File: config.mk
export PLATFORM = sky130hd
export DESIGN_NAME = rgb_to_hsv_pixel_unit
export DESIGN_NICKNAME = d
export VERILOG_FILES = /design/src/hw/rtl/rhsv_pkg.sv /design/src/hw/rtl/rgb_to_hsv_pixel_unit.sv /design/src/hw/rtl/rhsv_front.sv /design/src/hw/rtl/rhsv_div.sv
export VERILOG_INCLUDE_DIRS = /design/src /design/src/hw/rtl
export SDC_FILE = /design/constraint.sdc
export NUM_CORES = 1
export LEC_CHECK = 0
export BUFFER_PORTS_ARGS = -buffer_cell sky130_fd_sc_hd__buf_4
export CELL_PAD_IN_SITES_DETAIL_PLACEMENT = 0
export CELL_PAD_IN_SITES_GLOBAL_PLACEMENT = 2
export CORE_MARGIN = 4
export CORE_UTILIZATION = 35
export DETAILED_ROUTE_END_ITERATION = 8
export GPL_TIMING_DRIVEN = 0
export PLACE_DENSITY = 0.83
export SLEW_MARGIN = 20
export SYNTH_ARGS = -nofsm -noshare
export SYNTH_HDL_FRONTEND = slang
export SYNTH_HIERARCHICAL = 1
export SYNTH_SLANG_ARGS = --single-unit
File: constraint.sdc
create_clock -name clk -period 8.5 [get_ports clk]
set_input_delay 0.85 -clock clk [delete_from_list [all_inputs] [get_ports clk]]
set_output_delay 0.85 -clock clk [all_outputs]
set_load 0.02 [all_outputs]
File: src/hw/rtl/rgb_to_hsv_pixel_unit_macros.svh
// Assertion macros for the RGB to HSV pixel unit.
`ifndef RGB_TO_HSV_PIXEL_UNIT_MACROS_SVH
`define RGB_TO_HSV_PIXEL_UNIT_MACROS_SVH

// same-cycle implication
`define RHSV_ASSERT_NOW(label, clk, rst_n, ante, cons, msg) \
  label: assert property (@(posedge clk) disable iff (!rst_n) (ante) |-> (cons)) \
    else $error(msg);

// implication after a fixed number of cycles
`define RHSV_ASSERT_DLY(label, clk, rst_n, ante, dly, cons, msg) \
  label: assert property (@(posedge clk) disable iff (!rst_n) \
    (ante) |-> ##(dly) (cons)) else $error(msg);

`endif

File: src/hw/rtl/rhsv_pkg.sv
// Package: types, constants and helpers for the RGB to HSV pixel unit.
`default_nettype none

package rhsv_pkg;

  localparam int CH_W         = 8;
  localparam int Q_W          = 8;
  localparam int NUM_W        = 17;
  localparam int DEN_W        = 9;
  localparam int DIFF_W       = 9;
  localparam int M_W          = 11;
  localparam int DIV_STAGES   = 4;
  localparam int DIV_BPS      = Q_W / DIV_STAGES;
  localparam int FRONT_STAGES = 2;
  localparam int LATENCY      = FRONT_STAGES + DIV_STAGES + 1;

  localparam logic [CH_W-1:0] CH_MAX    = 8'd255;
  localparam logic [CH_W-1:0] BLACK_HUE = 8'd180;
  localparam logic [CH_W-1:0] WHITE_HUE = 8'd90;
  localparam logic [CH_W-1:0] GRAY_HUE  = 8'd105;
  localparam logic [CH_W-1:0] HUE_MAX   = 8'd180;

  typedef struct packed {
    logic [CH_W-1:0] red;
    logic [CH_W-1:0] green;
    logic [CH_W-1:0] blue;
  } rhsv_in_t;

  typedef struct packed {
    logic [CH_W-1:0] hue;
    logic [CH_W-1:0] saturation;
    logic [CH_W-1:0] brightness;
  } rhsv_out_t;

  typedef enum logic [1:0] {
    SEC_RED_MIN,
    SEC_GREEN_MIN,
    SEC_BLUE_MIN
  } rhsv_sector_t;

  typedef struct packed {
    logic [CH_W-1:0] hi;
    logic            gray;
  } rhsv_side_t;

  typedef struct packed {
    logic             valid;
    logic [NUM_W-1:0] num_h;
    logic [DEN_W-1:0] den_h;
    logic [NUM_W-1:0] num_s;
    logic [DEN_W-1:0] den_s;
    rhsv_side_t       side;
  } rhsv_fe_t;

  // round(13.005 / (c + 0.0255)) for gray levels 1..254
  function automatic logic [CH_W-1:0] gray_sat(input logic [CH_W-1:0] c);
    logic [CH_W-1:0] s;
    priority if (c == 8'd1)  s = 8'd13;
    else if (c == 8'd2)      s = 8'd6;
    else if (c == 8'd3)      s = 8'd4;
    else if (c <= 8'd5)      s = 8'd3;
    else if (c <= 8'd8)      s = 8'd2;
    else if (c <= 8'd25)     s = 8'd1;
    else                     s = 8'd0;
    return s;
  endfunction

endpackage

`default_nettype wire

File: src/hw/rtl/rgb_to_hsv_pixel_unit.sv
// Top level: RGB to HSV pixel unit, front end, two dividers and output register.
// Takes one pixel request per clock; busy is always low. Each result shows on
// out_data with out_valid high for one cycle, after passing through the
// pipeline: two front stages for max/min and operands, four stages of each
// restoring divider (two quotient bits a stage) and the output register.
// Results leave in request order and cannot be held off.
`default_nettype none

`include "rgb_to_hsv_pixel_unit_macros.svh"

module rgb_to_hsv_pixel_unit (
  input  logic                 clk,
  input  logic                 rst_n,
  input  logic                 start,
  output logic                 busy,
  input  rhsv_pkg::rhsv_in_t   in_data,
  output logic                 out_valid,
  output rhsv_pkg::rhsv_out_t  out_data
);
  import rhsv_pkg::*;

  rhsv_fe_t        fe;
  logic [Q_W-1:0]  quo_h, quo_s;
  logic            dv_r   [DIV_STAGES];
  rhsv_side_t      side_r [DIV_STAGES];
  logic            out_valid_r, out_valid_nxt;
  rhsv_out_t       out_data_r, out_data_nxt;

  assign busy = 1'b0;

  rhsv_front u_front (
    .clk      (clk),
    .rst_n    (rst_n),
    .in_valid (start && !busy),
    .in_data  (in_data),
    .fe_o     (fe)
  );

  rhsv_div u_div_hue (
    .clk   (clk),
    .num_i (fe.num_h),
    .den_i (fe.den_h),
    .quo_o (quo_h)
  );

  rhsv_div u_div_sat (
    .clk   (clk),
    .num_i (fe.num_s),
    .den_i (fe.den_s),
    .quo_o (quo_s)
  );

  always_ff @(posedge clk) begin
    if (!rst_n) begin
      for (int s = 0; s < DIV_STAGES; s++) dv_r[s] <= 1'b0;
      out_valid_r <= 1'b0;
    end else begin
      dv_r[0] <= fe.valid;
      for (int s = 1; s < DIV_STAGES; s++) dv_r[s] <= dv_r[s-1];
      out_valid_r <= out_valid_nxt;
    end
  end

  always_ff @(posedge clk) begin
    side_r[0] <= fe.side;
    for (int s = 1; s < DIV_STAGES; s++) side_r[s] <= side_r[s-1];
    out_data_r <= out_data_nxt;
  end

  always_comb begin
    rhsv_side_t sd;
    sd = side_r[DIV_STAGES-1];
    out_valid_nxt = dv_r[DIV_STAGES-1];
    out_data_nxt.brightness = sd.hi;
    if (!sd.gray) begin
      out_data_nxt.hue        = quo_h;
      out_data_nxt.saturation = quo_s;
    end else if (sd.hi == '0) begin
      out_data_nxt.hue        = BLACK_HUE;
      out_data_nxt.saturation = CH_MAX;
    end else if (sd.hi == CH_MAX) begin
      out_data_nxt.hue        = WHITE_HUE;
      out_data_nxt.saturation = '0;
    end else begin
      out_data_nxt.hue        = GRAY_HUE;
      out_data_nxt.saturation = gray_sat(sd.hi);
    end
  end

  assign out_valid = out_valid_r;
  assign out_data  = out_data_r;

  `RHSV_ASSERT_DLY(a_req_to_result, clk, rst_n, start && !busy, LATENCY, out_valid,
    "request produced no result")
  `RHSV_ASSERT_DLY(a_no_phantom, clk, rst_n, !start, LATENCY, !out_valid,
    "result without request")
  `RHSV_ASSERT_NOW(a_hue_range, clk, rst_n, out_valid, out_data.hue <= HUE_MAX,
    "hue out of range")
  `RHSV_ASSERT_NOW(a_black, clk, rst_n, out_valid && out_data.brightness == '0,
    out_data.hue == BLACK_HUE && out_data.saturation == CH_MAX, "black pixel mismatch")

endmodule

`default_nettype wire

File: src/hw/rtl/rhsv_front.sv
// Front end: max/min, sector choice and divider operands, two register stages.
`default_nettype none

module rhsv_front (
  input  logic                clk,
  input  logic                rst_n,
  input  logic                in_valid,
  input  rhsv_pkg::rhsv_in_t  in_data,
  output rhsv_pkg::rhsv_fe_t  fe_o
);
  import rhsv_pkg::*;

  logic                     a_valid_r, a_valid_nxt;
  logic [CH_W-1:0]          a_hi_r, a_hi_nxt;
  logic [CH_W-1:0]          a_d_r, a_d_nxt;
  rhsv_sector_t             a_sec_r, a_sec_nxt;
  logic signed [DIFF_W-1:0] a_diff_r, a_diff_nxt;

  rhsv_fe_t fe_r, fe_nxt;

  // stage A
  always_comb begin
    logic [CH_W-1:0] lo;
    logic [DIFF_W-1:0] r9, g9, b9;
    r9 = {1'b0, in_data.red};
    g9 = {1'b0, in_data.green};
    b9 = {1'b0, in_data.blue};
    a_hi_nxt = in_data.red;
    lo = in_data.red;
    if (in_data.green > a_hi_nxt) a_hi_nxt = in_data.green;
    if (in_data.blue > a_hi_nxt)  a_hi_nxt = in_data.blue;
    if (in_data.green < lo) lo = in_data.green;
    if (in_data.blue < lo)  lo = in_data.blue;
    a_d_nxt = a_hi_nxt - lo;
    priority if (in_data.red == lo) begin
      a_sec_nxt  = SEC_RED_MIN;
      a_diff_nxt = $signed(g9 - b9);
    end else if (in_data.green == lo) begin
      a_sec_nxt  = SEC_GREEN_MIN;
      a_diff_nxt = $signed(b9 - r9);
    end else begin
      a_sec_nxt  = SEC_BLUE_MIN;
      a_diff_nxt = $signed(r9 - g9);
    end
    a_valid_nxt = in_valid;
  end

  // stage B
  always_comb begin
    logic [M_W-1:0] kd;
    logic signed [M_W:0] m_s;
    logic [M_W-1:0] m;
    logic [NUM_W-1:0] d17;
    d17 = NUM_W'(a_d_r);
    unique case (a_sec_r)
      SEC_RED_MIN:   kd = M_W'(a_d_r) + (M_W'(a_d_r) << 1);
      SEC_GREEN_MIN: kd = M_W'(a_d_r) + (M_W'(a_d_r) << 2);
      SEC_BLUE_MIN:  kd = M_W'(a_d_r);
      default:       kd = '0;
    endcase
    m_s = $signed({1'b0, kd}) - (M_W+1)'(a_diff_r);
    m   = m_s[M_W-1:0];
    fe_nxt.valid     = a_valid_r;
    fe_nxt.side.hi   = a_hi_r;
    fe_nxt.side.gray = (a_d_r == '0);
    if (a_d_r == '0) begin
      fe_nxt.num_h = '0;
      fe_nxt.den_h = DEN_W'(2);
      fe_nxt.num_s = '0;
      fe_nxt.den_s = DEN_W'(2);
    end else begin
      fe_nxt.num_h = (NUM_W'(m) << 6) - (NUM_W'(m) << 2) + d17;
      fe_nxt.den_h = {a_d_r, 1'b0};
      fe_nxt.num_s = (d17 << 9) - (d17 << 1) + NUM_W'(a_hi_r);
      fe_nxt.den_s = {a_hi_r, 1'b0};
    end
  end

  always_ff @(posedge clk) begin
    if (!rst_n) begin
      a_valid_r  <= 1'b0;
      fe_r.valid <= 1'b0;
    end else begin
      a_valid_r  <= a_valid_nxt;
      fe_r.valid <= fe_nxt.valid;
    end
    a_hi_r     <= a_hi_nxt;
    a_d_r      <= a_d_nxt;
    a_sec_r    <= a_sec_nxt;
    a_diff_r   <= a_diff_nxt;
    fe_r.num_h <= fe_nxt.num_h;
    fe_r.den_h <= fe_nxt.den_h;
    fe_r.num_s <= fe_nxt.num_s;
    fe_r.den_s <= fe_nxt.den_s;
    fe_r.side  <= fe_nxt.side;
  end

  assign fe_o = fe_r;

endmodule

`default_nettype wire

File: src/hw/rtl/rhsv_div.sv
// Pipelined restoring divider, 8-bit quotient, two quotient bits per stage.
`default_nettype none

module rhsv_div (
  input  logic                         clk,
  input  logic [rhsv_pkg::NUM_W-1:0]   num_i,
  input  logic [rhsv_pkg::DEN_W-1:0]   den_i,
  output logic [rhsv_pkg::Q_W-1:0]     quo_o
);
  import rhsv_pkg::*;

  logic [NUM_W-1:0] rem_r   [DIV_STAGES-1];
  logic [DEN_W-1:0] den_r   [DIV_STAGES-1];
  logic [Q_W-1:0]   quo_r   [DIV_STAGES];
  logic [NUM_W-1:0] rem_in  [DIV_STAGES];
  logic [DEN_W-1:0] den_in  [DIV_STAGES];
  logic [Q_W-1:0]   quo_in  [DIV_STAGES];
  logic [NUM_W-1:0] rem_nxt [DIV_STAGES-1];
  logic [Q_W-1:0]   quo_nxt [DIV_STAGES];

  always_comb begin
    rem_in[0] = num_i;
    den_in[0] = den_i;
    quo_in[0] = '0;
    for (int s = 1; s < DIV_STAGES; s++) begin
      rem_in[s] = rem_r[s-1];
      den_in[s] = den_r[s-1];
      quo_in[s] = quo_r[s-1];
    end
  end

  always_comb begin
    logic [NUM_W-1:0] rem_v;
    logic [NUM_W-1:0] dsh;
    logic [Q_W-1:0]   q_v;
    for (int s = 0; s < DIV_STAGES-1; s++) rem_nxt[s] = '0;
    for (int s = 0; s < DIV_STAGES; s++) begin
      rem_v = rem_in[s];
      q_v   = quo_in[s];
      for (int j = 0; j < DIV_BPS; j++) begin
        dsh = NUM_W'(den_in[s]) << (Q_W - 1 - s*DIV_BPS - j);
        if (rem_v >= dsh) begin
          rem_v = rem_v - dsh;
          q_v[Q_W - 1 - s*DIV_BPS - j] = 1'b1;
        end
      end
      quo_nxt[s] = q_v;
      if (s < DIV_STAGES-1) rem_nxt[s] = rem_v;
    end
  end

  always_ff @(posedge clk) begin
    for (int s = 0; s < DIV_STAGES; s++) quo_r[s] <= quo_nxt[s];
    for (int s = 0; s < DIV_STAGES-1; s++) begin
      rem_r[s] <= rem_nxt[s];
      den_r[s] <= den_in[s];
    end
  end

  assign quo_o = quo_r[DIV_STAGES-1];

endmodule

`default_nettype wire
==> results by group <==
Layout
  • Share of cells above drive strength 1: 0.0916
  • Area grow syn2layout: 12.5%
  • Layout Nets: 2785
  • Ant. Diodes: 0

CTS
  • CTS Buf Count: 37
  • Cts hold-fix bufs: 0
  • Resize count post-CTS: 0
  • Setup bufs post-CTS: 0
  • CTS Sinks: 348
  • Root Driver: clkbuf_16
  • Worst-skew pair later-pin latency: 0.56 ns
  • Clock buffer depth: 3
  • Clk slew on worst S/H paths: 0.06 ns
  • H-tree levels: 2
  • CTS tree: built

Timing
  • F_max: 155 MHz
  • RSZ-0062 raised after global routing: no
  • Final Hold Viols: 0
  • Fin. max-slew vios: 0
  • Final TNS setup: 0 ns
  • Tcrit/Tclk final: 0.761
  • Slew @ Worst Pin: 0.762 ns
  • Max-slew headroom: 0.485
  • # setup viols final: 0
  • Fin crit period: 6.47 ns
  • Setup Skew: 0.0182 ns

Worst hold path
  • Cells on Worst Hold Path: 0
  • HP Start: u_front/fe_o[0]
  • HP Class: reg -> reg
  • Hold EP: side_r[0][0]

Outcome
  • Outcome: finished clean

GRT
  • GRT Overall Usage: 0.158
  • Vias in the first global route: 16800
  • Met1 Track Usage GR: 0.208
  • Layer with the highest usage: met2
  • First-pass GRT wire length: 85000 um
  • GR Util met3: 0.0195
  • Initial antenna violation count: 0
  • Pin count of the biggest net entering global routing: 16
  • Met2 Usage GRT: 0.266
  • Total gr overflow: 0

Worst setup path
  • Worst r2r src: u_front/fe_o[10]
  • CP Data Required Time: 8.94 ns
  • Reg-to-Reg End: u_div_sat/rem_r[0][10]
  • Crit-path max cell delay: 0.57 ns
  • R2R depth: 20
  • Crit. End Element: flip-flop
  • Highest-delay cell along the critical path: a21boi_1
  • Most frequent CP cell: a21oi_1
  • Crit path DAT: 6.91 ns
  • Critical Path Source Type: input port
  • Reg2reg setup slack: 2.73 ns
  • Max FO, Critical Path: 10
  • Critical path type: in -> reg

Drt
  • Initial DRC Count: 857
  • Per-cell routed wire length: 15.7 um
  • Vias per cell: 5.08
  • Post-route DRC: 0
  • Final wirelength: 51700 um
  • Drt first pass iters: 5
  • Antenna viol nets, final: 0
  • Vias: 16700

Logic synthesis
  • Post-synth EDFFs: 0
  • Synth top area share: 0.326
  • Synth Cell Area: 21400 sq um
  • Syn_area_per_cell: 8.93 sq um
  • Synth top area cells: dfxtp_1 33%, ha_1 15%, xnor2_1 4.4%
  • Yosys cell types: 102
  • Seq/Total Area, Yosys: 0.326
  • Synth Flop Type: dfxtp_1
  • Top cells by count, synth: 348 x dfxtp_1, 252 x ha_1, 205 x inv_1
  • Post-synth ARST share: 0
  • #FFs+latches synth: 348
  • Yosys warns: 6
  • Largest area contributor in the netlist: dfxtp_1
  • Top-count cell post-synth: dfxtp_1
  • Post-Syn Instances: 2392

Floorplan
  • Die width: 255 um
  • Die Height: 255 um
  • # IOs: 53
  • Initial Utilization: 0.354
  • Die footprint: 65100 sq um
  • Core Rows: 90
  • Core ar.: 60400 sq um

Place
  • Port Buffers: 51
  • GP Congestion: 0.868
  • Detail Placement HPWL: 41900 um

Job
  • Number of max-cap violations: 0
==> flip-flops by register name, summed over array words and instances, names as in the netlist <==
signal and count:
u_div_sat/quo_r 20, u_front/a_valid_r 1, side_r 36, u_front/a_diff_r 9, u_div_hue/den_r 27, out_valid 1, u_front/a_hi_r 8, u_div_sat/rem_r 51
u_front/a_d_r 8, u_div_hue/quo_r 20, out_data 24, u_div_sat/den_r 27, u_front/fe_o 59, u_front/a_sec_r 2, u_div_hue/rem_r 51, dv_r 4
==> layout make-up <==
cell class / instances / area [sq um]
fillers: 6090 / 36300
flip-flops and latches: 348 / 6970
plain buffers: 43 / 233
clock buffers: 46 / 990
clock inverters: 20 / 300
inverters: 211 / 792
multi-input cells: 1791 / 13400
repair buffers: 51 / 383
well taps: 782 / 978
==> stage by stage <==
stage | instances | instance area, sq um | setup WS, ns | hold WS, ns | utilization
3_5_place_dp | 3226 | 22700 | 1.48 | 0.312 | 0.377
4_1_cts | 3292 | 24000 | 2.04 | 0.319 | 0.398
2_1_floorplan | 2393 | 21400 | 2.85 | 0.310 | -
3_3_place_gp | 3226 | 22700 | 1.52 | 0.313 | 0.377
6_report | 3292 | 24000 | 2.03 | 0.311 | 0.398
5_1_grt | 3292 | 24000 | 1.39 | 0.316 | 0.398
==> logic make-up (layout without fill, tap and decap cells) <==
family	Yosys count	count (layout)	share of synthesized area
compound gates	581	581	0.180
xor+xnor	166	166	0.0680
fa+ha+maj	275	275	0.169
buf+inv	254	371	0.0480
flops	348	348	0.326
mux	95	95	0.0487
other cells	2	3	0.000351
simple gates	671	671	0.160
==> critical path, delay by kind of cell <==
kind / cells / cell delay (ns)
XOR/XNOR: 2 / 0.38
AND/OR/NAND/NOR: 4 / 0.49
AO/OA/AOI/OAI: 16 / 3.20
buffers and inverters: 4 / 1.08
adder cells (fa/ha/maj): 3 / 0.92
==> metal layers <==
metal / up-vias / wire (um)
li1: 8659 / -
met3: 96 / 1780
met2: 281 / 23400
met4: 0 / 1810
met1: 7680 / 24600
met5: - / 0
==> worst max path at each step <==
stage                  endpoint  slack (ns)  cells past startpoint        from
3_3_place_gp   u_front/a_d_r[7]        1.52                     29  in_data[9]
2_1_floorplan  u_front/a_d_r[7]        2.85                     28  in_data[9]
3_5_place_dp   u_front/a_d_r[7]        1.48                     29  in_data[9]
5_1_grt        u_front/a_d_r[7]        1.39                     29  in_data[9]
4_1_cts        u_front/a_d_r[7]        2.04                     29  in_data[9]
6_report       u_front/a_d_r[7]        2.03                     29  in_data[9]
==> placed cells by master (no fill, tap or decap), types with 52 or more instances in the layout <==
master	count
nor3_1	70
dfxtp_1	348
xor2_1	58
ha_1	252
nand2_1	121
buf_4	57
a21o_1	52
xnor2_1	108
nor2_1	204
a21oi_1	179
o21ai_0	115
inv_1	205
Power is not shown: default switching activity piles up to over one toggle a cycle in this logic, so the estimate is an artifact.
